`config.mk`:
```
export PLATFORM = sky130hd
export DESIGN_NAME = khm_cell
export DESIGN_NICKNAME = d
export VERILOG_FILES = /design/src/sv/keyed_weight_histogram_mode_macros.svh /design/src/sv/khm_pkg.sv /design/src/sv/khm_cell.sv
export SDC_FILE = /design/constraint.sdc
export NUM_CORES = 1
export LEC_CHECK = 0
export ABC_CLOCK_PERIOD_IN_PS = 7200
export BUFFER_PORTS_ARGS = -buffer_cell sky130_fd_sc_hd__buf_2
export CAP_MARGIN = 25
export CORE_ASPECT_RATIO = 1.1
export CORE_MARGIN = 2
export CORE_UTILIZATION = 59
export DETAILED_ROUTE_END_ITERATION = 6
export PLACE_DENSITY_LB_ADDON = 0.12
export SLEW_MARGIN = 30
export SYNTH_ARGS = -nofsm -noshare
export SYNTH_HDL_FRONTEND = slang
export SYNTH_SLANG_ARGS = --single-unit
export TNS_END_PERCENT = 20
```
`constraint.sdc`:
```
create_clock -name i_clk -period 7.2 [get_ports i_clk]
set_input_delay 1.44 -clock i_clk [delete_from_list [all_inputs] [get_ports i_clk]]
set_output_delay 1.44 -clock i_clk [all_outputs]
set_load 0.02 [all_outputs]
```
`src/sv/keyed_weight_histogram_mode_macros.svh`:
```
// Assertion macros used by the histogram top-level RTL file.
`ifndef KEYED_WEIGHT_HISTOGRAM_MODE_MACROS_SVH
`define KEYED_WEIGHT_HISTOGRAM_MODE_MACROS_SVH

// Same-cycle implication, checked out of reset.
`define KHM_ASSERT_NOW(label, clk, rst_n, ante, cons, msg) \
    label: assert property (@(posedge clk) disable iff (!rst_n) (ante) |-> (cons)) \
        else $error(msg);

// Next-cycle implication, checked out of reset.
`define KHM_ASSERT_NEXT(label, clk, rst_n, ante, cons, msg) \
    label: assert property (@(posedge clk) disable iff (!rst_n) (ante) |=> (cons)) \
        else $error(msg);

`endif

```
`src/sv/khm_pkg.sv`:
```
// Package: table size, derived widths and the control bundle sent to every cell.
package khm_pkg;

    localparam int TABLE_ENTRIES = 64;
    localparam int IDX_W         = $clog2(TABLE_ENTRIES);
    localparam int CNT_W         = $clog2(TABLE_ENTRIES + 1);
    localparam int KEY_W         = 16;
    localparam int WGT_W         = 16;
    localparam int TOT_W         = 32;

    // Control broadcast from the sequencer to the row of cells
    typedef struct packed {
        logic             cmp;     // compare phase: latch key match
        logic             upd;     // update phase: add or allocate
        logic             clear;   // item starts a fresh table
        logic             alloc;   // no hit and room left: first free cell takes the key
        logic [KEY_W-1:0] font;
        logic [KEY_W-1:0] size;
        logic [WGT_W-1:0] weight;
    } t_cell_ctl;

endpackage

```
`src/sv/khm_cell.sv`:
```
// One table entry: key, saturating count, used flag and match latch.
module khm_cell (
    input  logic                                i_clk,
    input  logic                                i_rst_n,
    input  khm_pkg::t_cell_ctl                  i_ctl,
    input  logic                                i_prev_used,
    output logic                                o_used_eff,
    output logic                                o_hit,
    output logic                                o_touch,
    output logic [khm_pkg::TOT_W-1:0]           o_new_total
);

    logic                         r_used;
    logic                         r_hit;
    logic [khm_pkg::KEY_W-1:0]    r_font;
    logic [khm_pkg::KEY_W-1:0]    r_size;
    logic [khm_pkg::TOT_W-1:0]    r_total;

    logic                         w_alloc_me;
    logic [khm_pkg::TOT_W:0]      w_sum;
    logic [khm_pkg::TOT_W-1:0]    w_sat;

    // A start item empties the table before counting
    assign o_used_eff = r_used & ~i_ctl.clear;
    assign o_hit      = r_hit;

    // First free cell: left neighbor holds an entry, this one does not
    assign w_alloc_me = i_ctl.alloc & i_prev_used & ~o_used_eff;

    // Saturating add of the weight
    assign w_sum = {1'b0, r_total} + {{(khm_pkg::TOT_W + 1 - khm_pkg::WGT_W){1'b0}}, i_ctl.weight};
    assign w_sat = w_sum[khm_pkg::TOT_W] ? {khm_pkg::TOT_W{1'b1}} : w_sum[khm_pkg::TOT_W-1:0];

    assign o_touch     = i_ctl.upd & (r_hit | w_alloc_me);
    assign o_new_total = r_hit ? w_sat
                               : {{(khm_pkg::TOT_W - khm_pkg::WGT_W){1'b0}}, i_ctl.weight};

    // Used flag and match latch
    always_ff @(posedge i_clk) begin
        if (!i_rst_n) begin
            r_used <= 1'b0;
            r_hit  <= 1'b0;
        end else begin
            if (i_ctl.cmp) begin
                r_hit <= o_used_eff && (r_font == i_ctl.font) && (r_size == i_ctl.size);
            end
            if (i_ctl.upd) begin
                r_used <= o_used_eff | w_alloc_me;
            end
        end
    end

    // Entry payload
    always_ff @(posedge i_clk) begin
        if (w_alloc_me && i_ctl.upd) begin
            r_font <= i_ctl.font;
            r_size <= i_ctl.size;
        end
        if (o_touch) begin
            r_total <= o_new_total;
        end
    end

endmodule

```
### Word-level counts from Yosys, hierarchy flattened

Cells that the tools add are included.

| cells by class | value |
|---|---|
| add/subtract/negate cells | 1 |
| bitwise gates (word level) | 8 |
| multiplexer cells | 2 |
| equal/unequal tests | 2 |
| reduce and logical (&&, ||, !) cells | 3 |

Operators by type and width:

| operator | count |
|---|---|
| 2-to-1 mux 32 bit | 2 |
| adder 32 x 16 -> 33 bit | 1 |
| == test 16 bit | 2 |
| AND 1 bit | 4 |
| logical AND 1 bit | 3 |
| inverter 1 bit | 2 |
| bitwise OR 1 bit | 2 |

| word-level totals | value |
|---|---|
| word-level logic and storage cells | 21 |
| register bits after elaboration | 66 |

### Longest topological paths before layout

Gate-level depths: netlist of the first run.

| depth | value |
|---|---|
| word-level depth | 6 |
| mapped depth | 9 |

### Least setup slack after synthesis of the first run

OpenSTA, ideal clock, no wires.

| timing | value |
|---|---|
| path kind | input to output |
| start | input i_ctl[49] in the netlist's numbering |
| end | output o_touch |
| stages on the path | 3 |
| path slack | 1,887 ps |
| buffers on the path | 0 |
| arrival time | 3,873 ps |
| cell sequence | nor2b_1 -> nor2_1 -> a21o_1 |

| between the ends | value |
|---|---|
| longest elaborated chain between the ends | 6 |

Ends and longest elaborated chain:

| item | line | text |
|---|---|---|
| start, declared | khm_cell.sv:5 | `input khm_pkg::t_cell_ctl i_ctl,` |
| inverter 1 bit | khm_cell.sv:24 | `assign o_used_eff = r_used & ~i_ctl.clear;` |
| AND 1 bit | khm_cell.sv:24 |  |
| inverter 1 bit | khm_cell.sv:28 | `assign w_alloc_me = i_ctl.alloc & i_prev_used & ~o_used_eff;` |
| AND 1 bit | khm_cell.sv:28 |  |
| bitwise OR 1 bit | khm_cell.sv:34 | `assign o_touch = i_ctl.upd & (r_hit \| w_alloc_me);` |
| AND 1 bit | khm_cell.sv:34 |  |
| end, declared | khm_cell.sv:9 | `output logic o_touch,` |

Every way passes these cells.

### Worst setup path after layout of the first run

| timing | value |
|---|---|
| start | input i_ctl[0] in the netlist's numbering |
| end | output o_new_total[15] in the netlist's numbering |

| between the ends | value |
|---|---|
| longest elaborated chain between the ends | 3 |

Ends and longest elaborated chain:

| item | line | text |
|---|---|---|
| adder 32 x 16 -> 33 bit | khm_cell.sv:31 | `assign w_sum = {1'b0, r_total} + {{(khm_pkg::TOT_W + 1 - khm_pkg::WGT_W){1'b0}}, i_ctl.weight};` |
| 2-to-1 mux 32 bit | khm_cell.sv:32 | `assign w_sat = w_sum[khm_pkg::TOT_W] ? {khm_pkg::TOT_W{1'b1}} : w_sum[khm_pkg::TOT_W-1:0];` |
| 2-to-1 mux 32 bit | khm_cell.sv:35 | `assign o_new_total = r_hit ? w_sat` |
| end, declared | khm_cell.sv:10 | `output logic [khm_pkg::TOT_W-1:0] o_new_total` |

Every way passes these cells.

==> summary.md, run 1 <==
| Metric | Value |
|---|---|
| Status | `finished, final reports clean` |
| PwrDens | `197 nW/um2` |
| Post-synth top area cell | `edfxtp_1` |
| Hold_buf cts | `0` |
| FF/Latch Area | `~2000 um2` |
| Total GRT Usage | `0.253` |
| Post-synth top area share | `0.460` |
| R2r setup slk | `4.01 ns` |
| Tot Pwr | `0.000959 W` |
| Core area | `6930 um2` |
| Layout cell share with drive strength beyond 1 | `0.262` |
| Setup ws final | `~1.5 ns` |
| Die extent in y | `~92 um` |
| Number of nets with antenna violations after routing | `0` |
| RD Place Congestion | `slightly above 0.9` |
| Hold Crit Start | `r_used` |
| Max IR drop VDD | `between 150 and 200 uV` |
| CP Data Required Time | `5.76 ns` |
| Area grow syn2layout | `16.5%` |
| Critical Path Source Type | `input port` |
| Worst-path clk slew | `0.07 ns` |
| Setup TNS | `0 ns` |
| Static leakage | `roughly 1.9 nW` |
| Post-CTS setup buffer count | `0` |
| Port Buffers | `89` |
| Post-synthesis average cell area | `around 11 um2` |
| Post-route clock period utilization | `0.794` |
| Inserted Diodes | `0` |
| Global-route wire length before repair | `around 16000 um` |
| Slew @ Worst Pin | `0.806 ns` |
| DRT iter0 DRCs | `270` |
| CTS sink cnt | `66` |
| Post-route DRC | `0` |
| Most frequent cell after synthesis | `edfxtp_1` |
| Antenna violations before repair | `0` |
| DR pass1 iterations | `4` |
| Multi-input logic area | `2060 um2` |
| Root buf cell | `clkbuf_8` |
| Relative slew slack | `0.458` |
| Final hold violation count | `0` |
| RSZ-0062 raised after global routing | `false` |
| Origin of the worst setup path | `i_ctl[0]` |
| Dpl hpwl | `between 7000 and 8000 um` |
| Routed vias | `3426` |
| Primary FF master, synth | `edfxtp_1` |
| Post_cts resized | `0` |
| H-tree Lvls | `3` |
| Ys Warns | `0` |
| Cells after synthesis | `387` |
| I/O pins | `90` |
| Largest net degree at the start of global routing | `35` |
| Mean number of vias per cell | `6.09` |
| Die Area | `7780 um2` |
| Synthesis-stage register bit count | `66` |
| Worst slack at placement | `around 1.5 ns` |
| Syn_nets | `459` |
| Post-Syn Area | `4180 um2` |
| TritonCTS clock tree | `built` |
| Worst-Skew Late Latency | `0.35 ns` |
| Reg-to-reg startpoint | `r_total[0]` |
| Post-synth EDFFs | `64` |
| Fillers | `530` |
| Setup Viol. Count Final | `0` |
| CTS Buf Count | `9` |
| Final min period | `between 5 and 6 ns` |
| Endpoint class of the critical path | `output pin` |
| Final wirelength | `9510 um` |
| Max_cap viols | `0` |
| Rows | `32` |
| CP Class | `input port to output pin` |
| Remaining global-route overflow | `0` |
| CTS max path bufs | `2` |
| CP max FO | `19` |
| Hold/Removal Path Class | `flip-flop to flip-flop` |
| Distinct cells, synth | `65` |
| Synth async-reset ratio | `0` |
| FMAX | `between 150 and 200 MHz` |
| Most frequent cells after synthesis | `edfxtp_1 (64), nand2_1 (30), xor2_1 (29)` |
| Final max-slew violation count | `0` |
| Initial Util | `0.604` |
| Skew final | `0.0139 ns` |
| Post-synthesis sequential area ratio | `0.469` |
| Vias in the first global route | `3431` |
| WL/cell | `around 17 um` |
| Top post-synthesis cells by area | `edfxtp_1 (46%), xor2_1 (6.1%), ha_1 (4.8%), xnor2_1 (3.4%), a31oi_1 (3.0%)` |
| Die X | `~84 um` |
| Critical Path AT | `~4.3 ns` |
| Final nets | `546` |
==> worst paths after layout <==
check	endpoint	cells after the start
hold / removal	r_used	2
hold reg to reg	r_used	2
setup reg to reg	r_total[15]	8
setup / recovery	o_new_total[15]	10
==> metal layers <==
layer | track usage | vias up | wire length [um]
li1 | - | 1668 | -
met1 | 0.315 | 1606 | 3940
met2 | 0.423 | 125 | 4670
met3 | 0.0579 | 27 | 650
met4 | 0.108 | 0 | 255
met5 | 0 | - | 0
==> worst max-delay path, stage by stage <==
cell      delay, ns
buf_2          0.11
ha_1           0.22
fa_1           0.43
a211oi_1       0.32
o211ai_1       0.16
nand2_1        0.17
a211o_1        0.62
nand2_1        0.28
o32a_1         0.36
buf_2          0.16
==> state kept, by name (all words and copies together), names as in the netlist <==
signal,cells
o_hit,1
r_size,16
r_font,16
r_used,1
r_total,32
==> through the flow <==
step / hold WS (ns) / std cells / instance area [um2] / utilization
2_1_floorplan: 0.439 / 387 / 4180 / -
3_3_place_gp: 0.449 / 548 / 4630 / 0.669
3_5_place_dp: 0.470 / 548 / 4630 / 0.669
4_1_cts: 0.480 / 563 / 4870 / 0.703
5_1_grt: 0.504 / 563 / 4870 / 0.703
6_report: 0.475 / 563 / 4870 / 0.703
==> layout make-up <==
type,count,share of cell area
sequential,66,0.403
tap,85,0.0218
timing repair buffer,92,0.0961
multi-input combinational,297,0.424
clock buffer,9,0.0254
inverter,8,0.00617
clock inverter,6,0.0236
==> report_power, final <==
| group | switching, W | total [W] | internal [W] |
|---|---|---|---|
| Clock | 0.000156 | 0.000386 | 0.000230 |
| Sequential | 0.00000516 | 0.000437 | 0.000432 |
| Combinational | 0.0000817 | 0.000136 | 0.0000540 |
==> cell families after synthesis <==
logic type,share of synthesized area
buffers and inverters,0.0377
XOR/XNOR,0.0943
flip-flops,0.469
adder cells (fa/ha/maj),0.0527
multiplexers,0.00479
AND/OR/NAND/NOR,0.160
AO/OA/AOI/OAI,0.181
==> cells in the final DEF, fill, tap and decap left out, types with 2 or more instances in the layout <==
cell type,n
a211oi_1,2
a21boi_0,2
a21o_1,7
a21oi_1,22
a31o_2,2
a31oi_1,20
and2_1,5
and3_1,8
and4_1,3
buf_2,89
buf_4,3
bufinv_16,3
clkbuf_8,9
dfxtp_1,2
edfxtp_1,64
ha_1,16
inv_1,8
mux2i_1,2
nand2_1,30
nand2b_1,4
nand3_1,8
nand3b_1,4
nand4_1,11
nor2_1,27
nor3_1,6
nor4_1,6
o2111ai_1,3
o211ai_1,2
o21a_1,3
o21ai_0,14
o22a_1,4
o311ai_1,2
o31a_1,2
o31a_2,2
o31ai_1,5
or3_1,2
or4_1,2
xnor2_1,16
xor2_1,29
(Power assumes the default switching activity.)
==> inputs of run 2 (changes only) <==
--- a/config.mk
+++ b/config.mk
@@ -5,12 +5,12 @@
 export SDC_FILE = /design/constraint.sdc
 export NUM_CORES = 1
 export LEC_CHECK = 0
-export ABC_CLOCK_PERIOD_IN_PS = 7200
+export ABC_CLOCK_PERIOD_IN_PS = 6000
 export BUFFER_PORTS_ARGS = -buffer_cell sky130_fd_sc_hd__buf_2
 export CAP_MARGIN = 25
 export CORE_ASPECT_RATIO = 1.1
 export CORE_MARGIN = 2
-export CORE_UTILIZATION = 59
+export CORE_UTILIZATION = 55
 export DETAILED_ROUTE_END_ITERATION = 6
 export PLACE_DENSITY_LB_ADDON = 0.12
 export SLEW_MARGIN = 30
==> constraint.sdc (replaced) <==
create_clock -name i_clk -period 6 [get_ports i_clk]
set_input_delay 1.2 -clock i_clk [delete_from_list [all_inputs] [get_ports i_clk]]
set_output_delay 1.2 -clock i_clk [all_outputs]
set_load 0.02 [all_outputs]
==> summary.md, run 2 (synthesized netlist as in run 1, its figures left out) <==
| Metric | Value |
|---|---|
| Status | `finished, final reports clean` |
| Inserted Diodes | `0` |
| CP Data Required Time | `approximately 4.8 ns` |
| H-tree Lvls | `3` |
| Port Buffers | `around 90` |
| WL/cell | `17.0 um` |
| Setup TNS | `0 ns` |
| Final nets | `547` |
| Core area | `~7400 um2` |
| RD Place Congestion | `0.938` |
| WHS Path Cells | `2` |
| Slew @ Worst Pin | `0.850 ns` |
| Die X | `87.1 um` |
| Final wirelength | `9640 um` |
| CTS Buf Count | `9` |
| Final min period | `about 5 ns` |
| Critical Path Source Type | `input port` |
| I/O pins | `90` |
| Layout cell share with drive strength beyond 1 | `0.263` |
| Hold_buf cts | `0` |
| Max IR drop VDD | `188 uV` |
| Antenna violations before repair | `0` |
| Largest stage delay, worst path | `0.47 ns` |
| Final hold violation count | `0` |
| Critical-path cell list | `buf_2, ha_1, and2_4, a221oi_2, a2111oi_4, o31ai_2, o31ai_1, a21oi_1, buf_2` |
| TritonCTS clock tree | `built` |
| Reg-to-reg startpoint | `r_total[0]` |
| CTS max path bufs | `2` |
| Routed vias | `3399` |
| Worst-path clk slew | `roughly 0.08 ns` |
| Critical Path AT | `3.66 ns` |
| Hold/Removal Path Class | `flip-flop to flip-flop` |
| Die Area | `8320 um2` |
| RSZ-0062 raised after global routing | `false` |
| Number of nets with antenna violations after routing | `0` |
| Largest net degree at the start of global routing | `38` |
| Global-route wire length before repair | `15500 um` |
| Most common cell after layout, fill and taps aside | `buf_2` |
| Fin util | `0.654` |
| Biggest regs | `r_total x32, r_font x16, r_size x16` |
| FMAX | `206 MHz` |
| Origin of the worst setup path | `i_ctl[4]` |
| Setup Viol. Count Final | `0` |
| CP max FO | `5` |
| Mean number of vias per cell | `5.99` |
| Post-route DRC | `0` |
| Initial Util | `0.563` |
| CP max-delay cell | `o31ai_2` |
| Register-to-Register Path Depth | `8` |
| Endpoint class of the critical path | `output pin` |
| Most frequent cells in the layout | `buf_2 (89), edfxtp_1 (64), nand2_1 (30)` |
| CP Class | `input port to output pin` |
| Rows | `33` |
| Die extent in y | `95.5 um` |
| Relative slew slack | `0.428` |
| DR pass1 iterations | `4` |
| CP most frequent cell | `buf_2` |
| Worst-Skew Late Latency | `0.35 ns` |
| Static leakage | `between 1.5 and 2 nW` |
| Reg with most FFs | `r_total` |
| Post_cts resized | `0` |
| Remaining global-route overflow | `0` |
| DRT iter0 DRCs | `roughly 190` |
| Dpl hpwl | `7170 um` |
| Total GRT Usage | `0.241` |
| Hold Crit Start | `r_used` |
| CTS sink cnt | `66` |
| Area grow syn2layout | `16.2%` |
| Skew final | `0.0129 ns` |
| PwrDens | `228 nW/um2` |
| Max reg flops | `32` |
| Root buf cell | `clkbuf_8` |
| Final max-slew violation count | `0` |
| Post-route clock period utilization | `0.809` |
| Max_cap viols | `0` |
| Post-CTS setup buffer count | `0` |
| Vias in the first global route | `3319` |
[run 2: changes by cell type in the layout (fill, tap and decap cells not counted), sizes merged]
cell    before  now
buf         92   93
clkinv       1    2
clkbuf       9   10
bufinv       3    2
[run 2: where the power goes]
group	total, W	internal, W	leakage (nW)	switching, W
clock	0.000421	0.000236	0.107	0.000186
combinational	0.000163	0.0000647	1.18	0.0000984
sequential	0.000525	0.000518	0.608	0.00000622
total	0.00111	0.000819	1.90	0.000291
[run 2: through the flow]
| step | hold slack, ns | worst slack, ns | power (W) | instances | area (um2) |
|---|---|---|---|---|---|
| 2_1_floorplan | 0.439 | 1.17 | 0.000646 | 387 | 4180 |
| 3_3_place_gp | 0.448 | 1.21 | 0.000694 | 551 | 4640 |
| 3_5_place_dp | 0.463 | 1.15 | 0.000697 | 551 | 4640 |
| 4_1_cts | 0.475 | 1.15 | 0.00112 | 567 | 4860 |
| 5_1_grt | 0.489 | 0.952 | 0.00115 | 567 | 4860 |
| 6_report | 0.471 | 1.14 | 0.00111 | 567 | 4860 |
[run 2: worst paths after layout]
check | endpoint | slack [ns]
setup / recovery | o_new_total[17] | 1.14
hold / removal | r_used | 0.47
setup reg to reg | r_total[22] | 3.23
hold reg to reg | r_used | 0.47
[run 2: layout make-up]
class | count | area (um2)
clock inverters | 6 | 90.1
well taps | 87 | 109
fillers | 614 | 2570
clock buffers | 10 | 128
inverters | 8 | 30.0
flip-flops and latches | 66 | 1960
repair buffers | 93 | 475
multi-input cells | 297 | 2060
[run 2: layer usage]
| metal | wire, um | vias to the layer above | part of all wire | track usage |
|---|---|---|---|---|
| li1 | - | 1669 | - | - |
| met1 | 4260 | 1620 | 0.44 | 0.295 |
| met2 | 4800 | 98 | 0.50 | 0.416 |
| met3 | 477 | 12 | 0.049 | 0.0606 |
| met4 | 107 | 0 | 0.011 | 0.0756 |
| met5 | 0 | - | 0 | 0 |
[run 2: critical path, delay by kind of cell]
kind	cells	cell delay, ns
and+or+nand+nor	1	0.20
AOI/OAI and AO/OA	5	1.56
buffers and inverters	2	0.34
adders and majority gates	1	0.35
